### src/rtl/core/pps_pkg.sv
package pps_pkg;

	localparam int unsigned SLOTS_DEF     = 16;
	localparam int unsigned TIME_BITS_DEF = 16;
	localparam int unsigned MODE_W        = 2;
	localparam int unsigned SLOT_W        = 4;
	localparam int unsigned FTIME_W       = 16;
	localparam int unsigned PRIO_W        = 10;
	localparam int unsigned CNT_W         = 2;

	typedef enum logic [MODE_W-1:0] {
		MODE_LOAD  = 2'd0,
		MODE_TICK  = 2'd1,
		MODE_CLEAR = 2'd2
	} mode_t;

	typedef enum logic [1:0] {
		ST_IDLE,
		ST_SCAN,
		ST_DONE
	} state_t;

	typedef struct packed {
		logic [MODE_W-1:0]  mode;
		logic [SLOT_W-1:0]  slot;
		logic [FTIME_W-1:0] arrival;
		logic [FTIME_W-1:0] burst;
		logic [PRIO_W-1:0]  prio;
	} in_item_t;

	typedef struct packed {
		logic [SLOT_W-1:0]  served_slot;
		logic               idle;
		logic               first_run;
		logic [FTIME_W-1:0] response_time;
		logic               finished;
		logic [FTIME_W-1:0] completion_time;
		logic [FTIME_W-1:0] turnaround_time;
		logic [FTIME_W-1:0] waiting_time;
		logic               all_done;
	} out_item_t;

	// Default-width token and control bundles; the top level passes its own widths.
	typedef struct packed {
		logic                     found;
		logic [SLOT_W-1:0]        idx;
		logic [PRIO_W-1:0]        prio;
		logic [TIME_BITS_DEF-1:0] arrival;
		logic [TIME_BITS_DEF-1:0] burst;
		logic [TIME_BITS_DEF-1:0] left;
		logic                     started;
		logic [CNT_W-1:0]         cnt;
	} pps_tok_t;

	typedef struct packed {
		logic                     shift;
		logic                     clear;
		logic [TIME_BITS_DEF-1:0] arrival;
		logic [TIME_BITS_DEF-1:0] burst;
		logic [PRIO_W-1:0]        prio;
		logic [TIME_BITS_DEF-1:0] now;
	} pps_ctl_t;

endpackage

### src/rtl/core/pps_if.sv
interface pps_req_if;
	import pps_pkg::*;
	logic     valid;
	logic     ready;
	in_item_t data;
	modport source (output valid, output data, input ready);
	modport sink (input valid, input data, output ready);
endinterface

interface pps_rsp_if;
	import pps_pkg::*;
	logic      valid;
	logic      ready;
	out_item_t data;
	modport source (output valid, output data, input ready);
	modport sink (input valid, input data, output ready);
endinterface

### src/rtl/core/preemptive_priority_scheduler.sv
// Preemptive priority scheduler. Each request beat is one item: a load writes a task
// (arrival, burst, priority) into a slot, a tick serves one unit of time, a clear empties
// the table and zeroes the clock; mode three is ignored. Every request produces exactly one
// response beat. The task table lives in a row of SLOTS identical cells, one slot per cell.
// For every item a selection token walks the row one cell per clock: each cell checks
// whether its task has arrived and has work left, and if it beats the token's current best
// (smaller priority, then earlier arrival, then lower slot) it puts itself in the token.
// The token also counts cells with work left, which yields all_done. When the token leaves
// the last cell the result goes into the response register; on a tick the winner is also
// charged one unit and the clock advances. Each item is accepted in the idle state, walks
// the cell row in the scan state and retires in the done state; no new request is taken
// before it retires, and retiring waits while an earlier response beat is still unclaimed.
// Loads and clears also walk the row, so all_done is always current. Times wrap modulo
// 2^TIME_BITS. Load and clear responses report idle with zero fields except all_done.
module preemptive_priority_scheduler #(
	parameter int unsigned SLOTS     = pps_pkg::SLOTS_DEF,
	parameter int unsigned TIME_BITS = pps_pkg::TIME_BITS_DEF
) (
	input logic   clk,
	input logic   arst_n,
	pps_req_if.sink   req,
	pps_rsp_if.source rsp
);
	import pps_pkg::*;

	localparam int unsigned IDX_W = $clog2(SLOTS);

	typedef struct packed {
		logic                 found;
		logic [IDX_W-1:0]     idx;
		logic [PRIO_W-1:0]    prio;
		logic [TIME_BITS-1:0] arrival;
		logic [TIME_BITS-1:0] burst;
		logic [TIME_BITS-1:0] left;
		logic                 started;
		logic [CNT_W-1:0]     cnt;
	} tok_t;

	typedef struct packed {
		logic                 shift;
		logic                 clear;
		logic [TIME_BITS-1:0] arrival;
		logic [TIME_BITS-1:0] burst;
		logic [PRIO_W-1:0]    prio;
		logic [TIME_BITS-1:0] now;
	} ctl_t;

	state_t state_q, state_d;
	logic [IDX_W-1:0]     scan_cnt_q;
	logic [MODE_W-1:0]    mode_q;
	logic [TIME_BITS-1:0] clock_q;
	logic                 rsp_vld_q;
	out_item_t            rsp_q;

	logic req_ready;
	logic shift_en;
	logic retire;
	logic accept;
	logic do_load;
	logic do_serve;

	ctl_t ctl;
	tok_t tok [SLOTS+1];
	tok_t win;
	logic [SLOTS-1:0] sel_load;
	logic [SLOTS-1:0] sel_serve;

	// result arithmetic
	logic                 is_tick;
	logic                 fin;
	logic [TIME_BITS-1:0] resp_t;
	logic [TIME_BITS-1:0] ct_t;
	logic [TIME_BITS-1:0] tat_t;
	logic [TIME_BITS-1:0] wt_t;
	out_item_t            res;

	assign accept  = req.valid && req_ready;
	assign do_load = accept && (req.data.mode == MODE_LOAD);

	// ---------------- sequencer ----------------
	always_comb begin
		state_d = state_q;
		unique case (state_q)
			ST_IDLE: if (req.valid) begin
				state_d = ST_SCAN;
			end
			ST_SCAN: if (scan_cnt_q == IDX_W'(SLOTS - 1)) begin
				state_d = ST_DONE;
			end
			ST_DONE: if (!rsp_vld_q || rsp.ready) begin
				state_d = ST_IDLE;
			end
			default: state_d = ST_IDLE;
		endcase
	end

	always_comb begin
		req_ready = 1'b0;
		shift_en  = 1'b0;
		retire    = 1'b0;
		unique case (state_q)
			ST_IDLE: req_ready = 1'b1;
			ST_SCAN: shift_en  = 1'b1;
			ST_DONE: retire    = !rsp_vld_q || rsp.ready;
			default: ;
		endcase
	end

	always_ff @(posedge clk or negedge arst_n) begin
		if (!arst_n) begin
			state_q    <= ST_IDLE;
			scan_cnt_q <= '0;
			clock_q    <= '0;
			rsp_vld_q  <= 1'b0;
		end else begin
			state_q <= state_d;
			if (shift_en) begin
				scan_cnt_q <= scan_cnt_q + IDX_W'(1);
			end else begin
				scan_cnt_q <= '0;
			end
			if (accept && (req.data.mode == MODE_CLEAR)) begin
				clock_q <= '0;
			end else if (retire && is_tick) begin
				clock_q <= clock_q + TIME_BITS'(1);
			end
			if (retire) begin
				rsp_vld_q <= 1'b1;
			end else if (rsp.ready) begin
				rsp_vld_q <= 1'b0;
			end
		end
	end

	always_ff @(posedge clk) begin
		if (accept) begin
			mode_q <= req.data.mode;
		end
		if (retire) begin
			rsp_q <= res;
		end
	end

	assign req.ready = req_ready;
	assign rsp.valid = rsp_vld_q;
	assign rsp.data  = rsp_q;

	// ---------------- cell row ----------------
	assign ctl.shift   = shift_en;
	assign ctl.clear   = accept && (req.data.mode == MODE_CLEAR);
	assign ctl.arrival = TIME_BITS'(req.data.arrival);
	assign ctl.burst   = TIME_BITS'(req.data.burst);
	assign ctl.prio    = req.data.prio;
	assign ctl.now     = clock_q;

	// token entering the first cell: nothing found, nothing counted
	assign tok[0] = '0;
	assign win    = tok[SLOTS];

	assign do_serve = retire && is_tick && win.found;

	for (genvar g = 0; g < SLOTS; g++) begin : g_cell
		assign sel_load[g]  = do_load && (32'(req.data.slot) == 32'(g));
		assign sel_serve[g] = do_serve && (win.idx == IDX_W'(g));

		pps_cell #(
			.IDX_W     (IDX_W),
			.TIME_BITS (TIME_BITS),
			.tok_t     (tok_t),
			.ctl_t     (ctl_t)
		) u_cell (
			.clk       (clk),
			.arst_n    (arst_n),
			.ctl       (ctl),
			.sel_load  (sel_load[g]),
			.sel_serve (sel_serve[g]),
			.index     (IDX_W'(g)),
			.tok_i     (tok[g]),
			.tok_o     (tok[g+1])
		);
	end

	// ---------------- result ----------------
	assign is_tick = (mode_q == MODE_TICK);
	assign fin     = (win.left == TIME_BITS'(1));
	assign resp_t  = clock_q - win.arrival;
	assign ct_t    = clock_q + TIME_BITS'(1);
	assign tat_t   = ct_t - win.arrival;
	assign wt_t    = tat_t - win.burst;

	always_comb begin
		res = '0;
		res.idle = 1'b1;
		if (is_tick && win.found) begin
			res.served_slot = SLOT_W'(win.idx);
			res.idle        = 1'b0;
			if (!win.started) begin
				res.first_run     = 1'b1;
				res.response_time = FTIME_W'(resp_t);
			end
			if (fin) begin
				res.finished        = 1'b1;
				res.completion_time = FTIME_W'(ct_t);
				res.turnaround_time = FTIME_W'(tat_t);
				res.waiting_time    = FTIME_W'(wt_t);
			end
		end
		// the winner drops out of the busy count when it finishes
		res.all_done = (win.cnt == CNT_W'(0)) ||
			(is_tick && win.found && fin && (win.cnt == CNT_W'(1)));
	end

	// ---------------- assertions ----------------
	a_rsp_from_retire: assert property (@(posedge clk) disable iff (!arst_n)
		$rose(rsp.valid) |-> $past(state_q == ST_DONE))
		else $error("response raised outside retire");

	a_accept_starts_walk: assert property (@(posedge clk) disable iff (!arst_n)
		(req.valid && req.ready) |=> (state_q == ST_SCAN) && (scan_cnt_q == '0))
		else $error("accepted beat did not start a walk");

	a_busy_not_done: assert property (@(posedge clk) disable iff (!arst_n)
		(rsp.valid && !rsp.data.idle && !rsp.data.finished) |-> !rsp.data.all_done)
		else $error("all_done with served task still running");

	a_idle_fields_zero: assert property (@(posedge clk) disable iff (!arst_n)
		(rsp.valid && rsp.data.idle) |-> !rsp.data.first_run && !rsp.data.finished)
		else $error("idle response carries task events");

endmodule

### src/rtl/core/pps_cell.sv
module pps_cell #(
	parameter int unsigned IDX_W     = 4,
	parameter int unsigned TIME_BITS = pps_pkg::TIME_BITS_DEF,
	parameter type tok_t = pps_pkg::pps_tok_t,
	parameter type ctl_t = pps_pkg::pps_ctl_t
) (
	input  logic             clk,
	input  logic             arst_n,
	input  ctl_t             ctl,
	input  logic             sel_load,
	input  logic             sel_serve,
	input  logic [IDX_W-1:0] index,
	input  tok_t             tok_i,
	output tok_t             tok_o
);
	import pps_pkg::*;

	logic                 used_q;
	logic                 started_q;
	logic [TIME_BITS-1:0] arrival_q;
	logic [TIME_BITS-1:0] burst_q;
	logic [PRIO_W-1:0]    prio_q;
	logic [TIME_BITS-1:0] left_q;
	tok_t                 tok_q;

	logic active;
	logic elig;
	logic better;
	tok_t tok_d;

	assign active = used_q && (left_q != '0);
	assign elig   = active && (arrival_q <= ctl.now);
	assign better = elig && (!tok_i.found || (prio_q < tok_i.prio) ||
		((prio_q == tok_i.prio) && (arrival_q < tok_i.arrival)));

	always_comb begin
		tok_d = tok_i;
		// saturating count of cells with work left: 0, 1, many
		if (active && (tok_i.cnt != CNT_W'(2))) begin
			tok_d.cnt = tok_i.cnt + CNT_W'(1);
		end
		if (better) begin
			tok_d.found   = 1'b1;
			tok_d.idx     = index;
			tok_d.prio    = prio_q;
			tok_d.arrival = arrival_q;
			tok_d.burst   = burst_q;
			tok_d.left    = left_q;
			tok_d.started = started_q;
		end
	end

	always_ff @(posedge clk or negedge arst_n) begin
		if (!arst_n) begin
			used_q    <= 1'b0;
			started_q <= 1'b0;
		end else if (ctl.clear) begin
			used_q    <= 1'b0;
			started_q <= 1'b0;
		end else if (sel_load) begin
			used_q    <= (ctl.burst != '0);
			started_q <= 1'b0;
		end else if (sel_serve) begin
			started_q <= 1'b1;
		end
	end

	always_ff @(posedge clk) begin
		if (sel_load) begin
			arrival_q <= ctl.arrival;
			burst_q   <= ctl.burst;
			prio_q    <= ctl.prio;
			left_q    <= ctl.burst;
		end else if (sel_serve) begin
			left_q <= left_q - TIME_BITS'(1);
		end
		if (ctl.shift) begin
			tok_q <= tok_d;
		end
	end

	assign tok_o = tok_q;

endmodule

### src/flat_wrapper.sv
// flat-port wrapper written by rule: the top's interface ports become plain ports
module preemptive_priority_scheduler_flat import pps_pkg::*;
#(
	parameter int unsigned SLOTS     = pps_pkg::SLOTS_DEF,
	parameter int unsigned TIME_BITS = pps_pkg::TIME_BITS_DEF
)
  (clk, arst_n, req_valid, req_data, req_ready, rsp_valid, rsp_data, rsp_ready);
  pps_req_if req_i ();
  pps_rsp_if rsp_i ();
  input logic clk;
  input logic arst_n;
  input wire logic [$bits(req_i.valid)-1:0] req_valid;
  input wire logic [$bits(req_i.data)-1:0] req_data;
  output wire logic [$bits(req_i.ready)-1:0] req_ready;
  output wire logic [$bits(rsp_i.valid)-1:0] rsp_valid;
  output wire logic [$bits(rsp_i.data)-1:0] rsp_data;
  input wire logic [$bits(rsp_i.ready)-1:0] rsp_ready;
  assign req_i.valid = req_valid;
  assign req_i.data = req_data;
  assign req_ready = req_i.ready;
  assign rsp_valid = rsp_i.valid;
  assign rsp_data = rsp_i.data;
  assign rsp_i.ready = rsp_ready;
  preemptive_priority_scheduler #(.SLOTS(SLOTS), .TIME_BITS(TIME_BITS)) u_core (.clk(clk), .arst_n(arst_n), .req(req_i), .rsp(rsp_i));
endmodule
### config.mk
export PLATFORM = sky130hd
export DESIGN_NAME = preemptive_priority_scheduler_flat
export DESIGN_NICKNAME = d
export VERILOG_FILES = /design/src/rtl/core/pps_pkg.sv /design/src/rtl/core/pps_if.sv /design/src/rtl/core/preemptive_priority_scheduler.sv /design/src/rtl/core/pps_cell.sv /design/src/flat_wrapper.sv
export SDC_FILE = /design/constraint.sdc
export NUM_CORES = 2
export LEC_CHECK = 0
export BUFFER_PORTS_ARGS = -buffer_cell sky130_fd_sc_hd__buf_2
export CORE_MARGIN = 2
export CORE_UTILIZATION = 40
export DETAILED_ROUTE_END_ITERATION = 6
export SYNTH_ARGS = -nofsm -noshare
export SYNTH_HDL_FRONTEND = slang
export SYNTH_SLANG_ARGS = --single-unit
### constraint.sdc
create_clock -name clk -period 25.9 [get_ports clk]
set_clock_uncertainty 0.1 [all_clocks]
set_input_delay 2.59 -clock clk [delete_from_list [all_inputs] [get_ports clk]]
set_output_delay 2.59 -clock clk [all_outputs]
set_load 0.05 [all_outputs]
==> results by group <==
Outcome
  – Status: finished, final reports clean

Clocking
  – CTS clk-pin slew, worst paths: 0.06 ns
  – Number of gates resized after CTS: 0
  – CTS tree: yes
  – Post-CTS Hold Buffers: 0
  – Maximum clock path buffer count: 3
  – Post-CTS setup buffer count: 0
  – CTS H-tree depth: 4
  – Cts bufs inserted: 215
  – CTS Sinks: 2,087
  – Worst-Skew Late Latency: 0.88 ns
  – Clk root buf: clkbuf_16

Layout
  – Cell Count, Final, Fillers Out: 10.87k
  – Synth-to-Final Area Change: 11.96%
  – Fillers: 21.75k
  – Share of post-route cells with drive strength above 1: 0.1836
  – Final net count: 8,114
  – Area of the multi-input gates: 34,590 um^2
  – FF/Latch Area: 62,390 um^2

Route
  – Wire length on met2: 104.9 mm
  – DR iter-0 viols: 3,817
  – Metal-1 WL: 103.4 mm
  – Wirelength per Cell: 20.61 um
  – DR top layer: met4
  – DR pass1 iterations: 6
  – Via Count: 56.18k
  – Routed Antenna Nets: 0
  – Total Wirelength: 224.0 mm
  – Drt via density: 5.167
  – Met3 Wirelength: 8.736 mm
  – DR DRC count: 0

Yosys
  – Area share of and/or/nand/nor cells after synthesis: 0.06894
  – Number of synthesized register bits: 2,087
  – Synth Area in Compound Gates: 0.06475
  – Syn_area_per_cell: 14.07 um^2
  – Post-Synth XOR/XNOR Area: 0.02384
  – Main combinational cell family by area after synthesis: multiplexers
  – Post-Synthesis Cells: 7,103
  – Synth Area in Adders: 0.08927
  – Post-synthesis mux area share: 0.09813
  – Post-synth net total: 7,866
  – Asr flop ratio synth: 0.02635
  – Register area share after synthesis: 0.6245
  – Synthesized area: 99,910 um^2
  – Cell variety after synth: 83
  – Count of synthesis-stage warnings from yosys: 0
  – Post-synth EDFFs: 2,032
  – Ys flop type: edfxtp_1

STA
  – Final Hold Viols: 0
  – Tmin final: 5.307 ns
  – Final setup violation count: 0
  – Setup TNS: 0 ns
  – Fmax: 188.4 MHz
  – Worst-Margin Slew: 1.124 ns
  – RSZ-0062 raised after global routing: false
  – Slew Limit Headroom: 0.2437
  – Fin crit share: 0.2049
  – Max-slew violations: 0

GRT
  – Pin count of the biggest net entering global routing: 180
  – Vias in the first global route: 57.68k
  – Aggregate global routing overflow: 0
  – Global-route wire length before repair: 345.6 mm
  – Initial antenna violation count: 18
  – GRT Total Usage: 0.1742

Power and ir drop
  – Sw Ratio: 0.2787
  – PD cells: 94.79 nW/um^2
  – Internal power: 7648 uW
  – Clk network pwr share: 0.292
  – Seq pwr share: 0.493
  – VDD IR max: 0.1056 mV
  – P_leak: 0.04222 uW
  – NetSw: 2955 uW
  – Combinational share of power: 0.214

Floorplanning
  – Die X: 503.8 um
  – Die H: 503.8 um
  – Die ar.: 253,800 um^2
  – Core area: 248,400 um^2
  – Starting density of the core: 0.4022
  – Num rows: 183
  – IO Pins: 126

Place
  – Port-buffer cells: 125
  – RD Place Congestion: 0.8536
  – Placed insts: 10.46k
  – Final HPWL DP: 158.0 mm

Critical path
  – Crit start category: register
  – Setup crit end kind: register
  – R2R setup slack: 20.59 ns
  – WP data required: 26.27 ns
  – CP Max Fanout: 179
  – Worst EP arrival: 5.68 ns
  – WS Path Type: reg2reg

Run
  – Number of max-cap violations: 0

Worst hold path
  – Worst hold-check path type: reg2reg
final cells by class:
cell class,count,share of cell area
Sequential cell,2087,0.5578
Clock inverter,114,0.01193
Clock buffer,286,0.05200
Antenna cell,8,0.0001790
Tap cell,3330,0.03725
Multi-Input combinational cell,4260,0.3092
Timing Repair Buffer,234,0.01302
Inverter,553,0.01862
stage by stage:
step / area, um^2 / setup slack (ns) / power [uW] / hold WS [ns] / utilization
2_1_floorplan: 99910 / 3.884 / 7547 / 0.3331 / -
3_3_place_gp: 104700 / 19.84 / 7501 / 0.3445 / 0.4214
3_5_place_dp: 104700 / 19.89 / 7569 / 0.3587 / 0.4214
4_1_cts: 111800 / 20.58 / 10720 / 0.3670 / 0.4502
5_1_grt: 111900 / 20.24 / 11190 / 0.3963 / 0.4503
6_report: 111900 / 20.59 / 10600 / 0.3614 / 0.4503
synth_stat cells (55+ instances only):
cell | n | area [um^2]
nand2_1 | 339 | 1272
nor3_1 | 79 | 395.4
clkbuf_1 | 97 | 364.1
nor2_1 | 303 | 1137
and2_1 | 87 | 544.3
a21oi_1 | 233 | 1166
dfrtp_1 | 55 | 1376
ha_1 | 708 | 8859
xor2_1 | 125 | 1095
inv_1 | 546 | 2049
mux2_4 | 59 | 885.9
xnor2_1 | 147 | 1287
nand3_1 | 130 | 650.6
buf_2 | 72 | 360.4
nor2b_1 | 105 | 656.9
o21ai_0 | 373 | 1867
edfxtp_1 | 2032 | 61020
a21o_1 | 184 | 1381
mux2_2 | 705 | 7939
mux2_1 | 87 | 979.7
nand4_1 | 94 | 588.1
path summary, 6_finish.rpt:
check / cells after the start / end / start
worst max-delay path: 6 / u_core.g_cell[0].u_cell.tok_o[44] / u_core.state_q[1]
worst min-delay path: 1 / u_core.scan_cnt_q[0] / u_core.scan_cnt_q[0]
worst max register to register: 6 / u_core.g_cell[0].u_cell.tok_o[44] / u_core.state_q[1]
worst min register to register: 1 / u_core.scan_cnt_q[0] / u_core.scan_cnt_q[0]
max in group asynchronous: 2 / u_core.g_cell[0].u_cell.used_q / arst_n
min in group asynchronous: 1 / u_core.rsp.valid / arst_n
registers in the layout, indices dropped and copies added, names as in the netlist, 4 cells and up:
name,cells
u_core.scan_cnt_q,4
u_core.g_cell.u_cell.used_q,16
u_core.g_cell.u_cell.left_q,256
u_core.rsp.data,72
u_core.g_cell.u_cell.prio_q,160
u_core.g_cell.u_cell.burst_q,256
u_core.clock_q,16
u_core.g_cell.u_cell.arrival_q,256
u_core.g_cell.u_cell.tok_o,1030
u_core.g_cell.u_cell.started_q,16
kinds of logic after synthesis:
kind of cell               Yosys count
AOI/OAI and AO/OA                 1039
xor gates and xnor gates           272
adders and majority gates          711
buffers and inverters              756
DFF                               2087
muxes                              851
and+or+nand+nor                   1387
cell usage in the layout (no fill, tap or decap), types with 108 or more instances in the layout:
cell	instances
edfxtp_1	2032
ha_1	708
mux2_2	705
inv_1	535
o21ai_0	361
nand2_1	338
nor2_1	302
a21oi_1	231
clkbuf_16	215
a21o_1	184
xnor2_1	147
nand3_1	130
xor2_1	125
buf_2	125
buf_4	108
power groups by stage:
stage	combinational (uW)	clock (uW)	sequential, uW
6_report	2270	3100	5230
5_1_grt	2570	3300	5320
4_1_cts	2300	3180	5240
3_5_place_dp	2270	0	5300
3_3_place_gp	2210	0	5290
2_1_floorplan	1660	0	5890
per-layer routing:
metal  vias up  global-route usage
met5         -                   0
met4         0             0.05807
met3       374             0.02394
met2      1157              0.2851
met1     27660              0.2385
li1      26990                   -
critical path, stage by stage, from the launching register on:
cell	delay [ns]
dfrtp_1	0.41
nand2b_1	0.28
inv_8	0.49
buf_4	0.74
buf_12	0.73
buf_4	0.95
buf_4	0.81
Power figures use the tool's default switching activity.
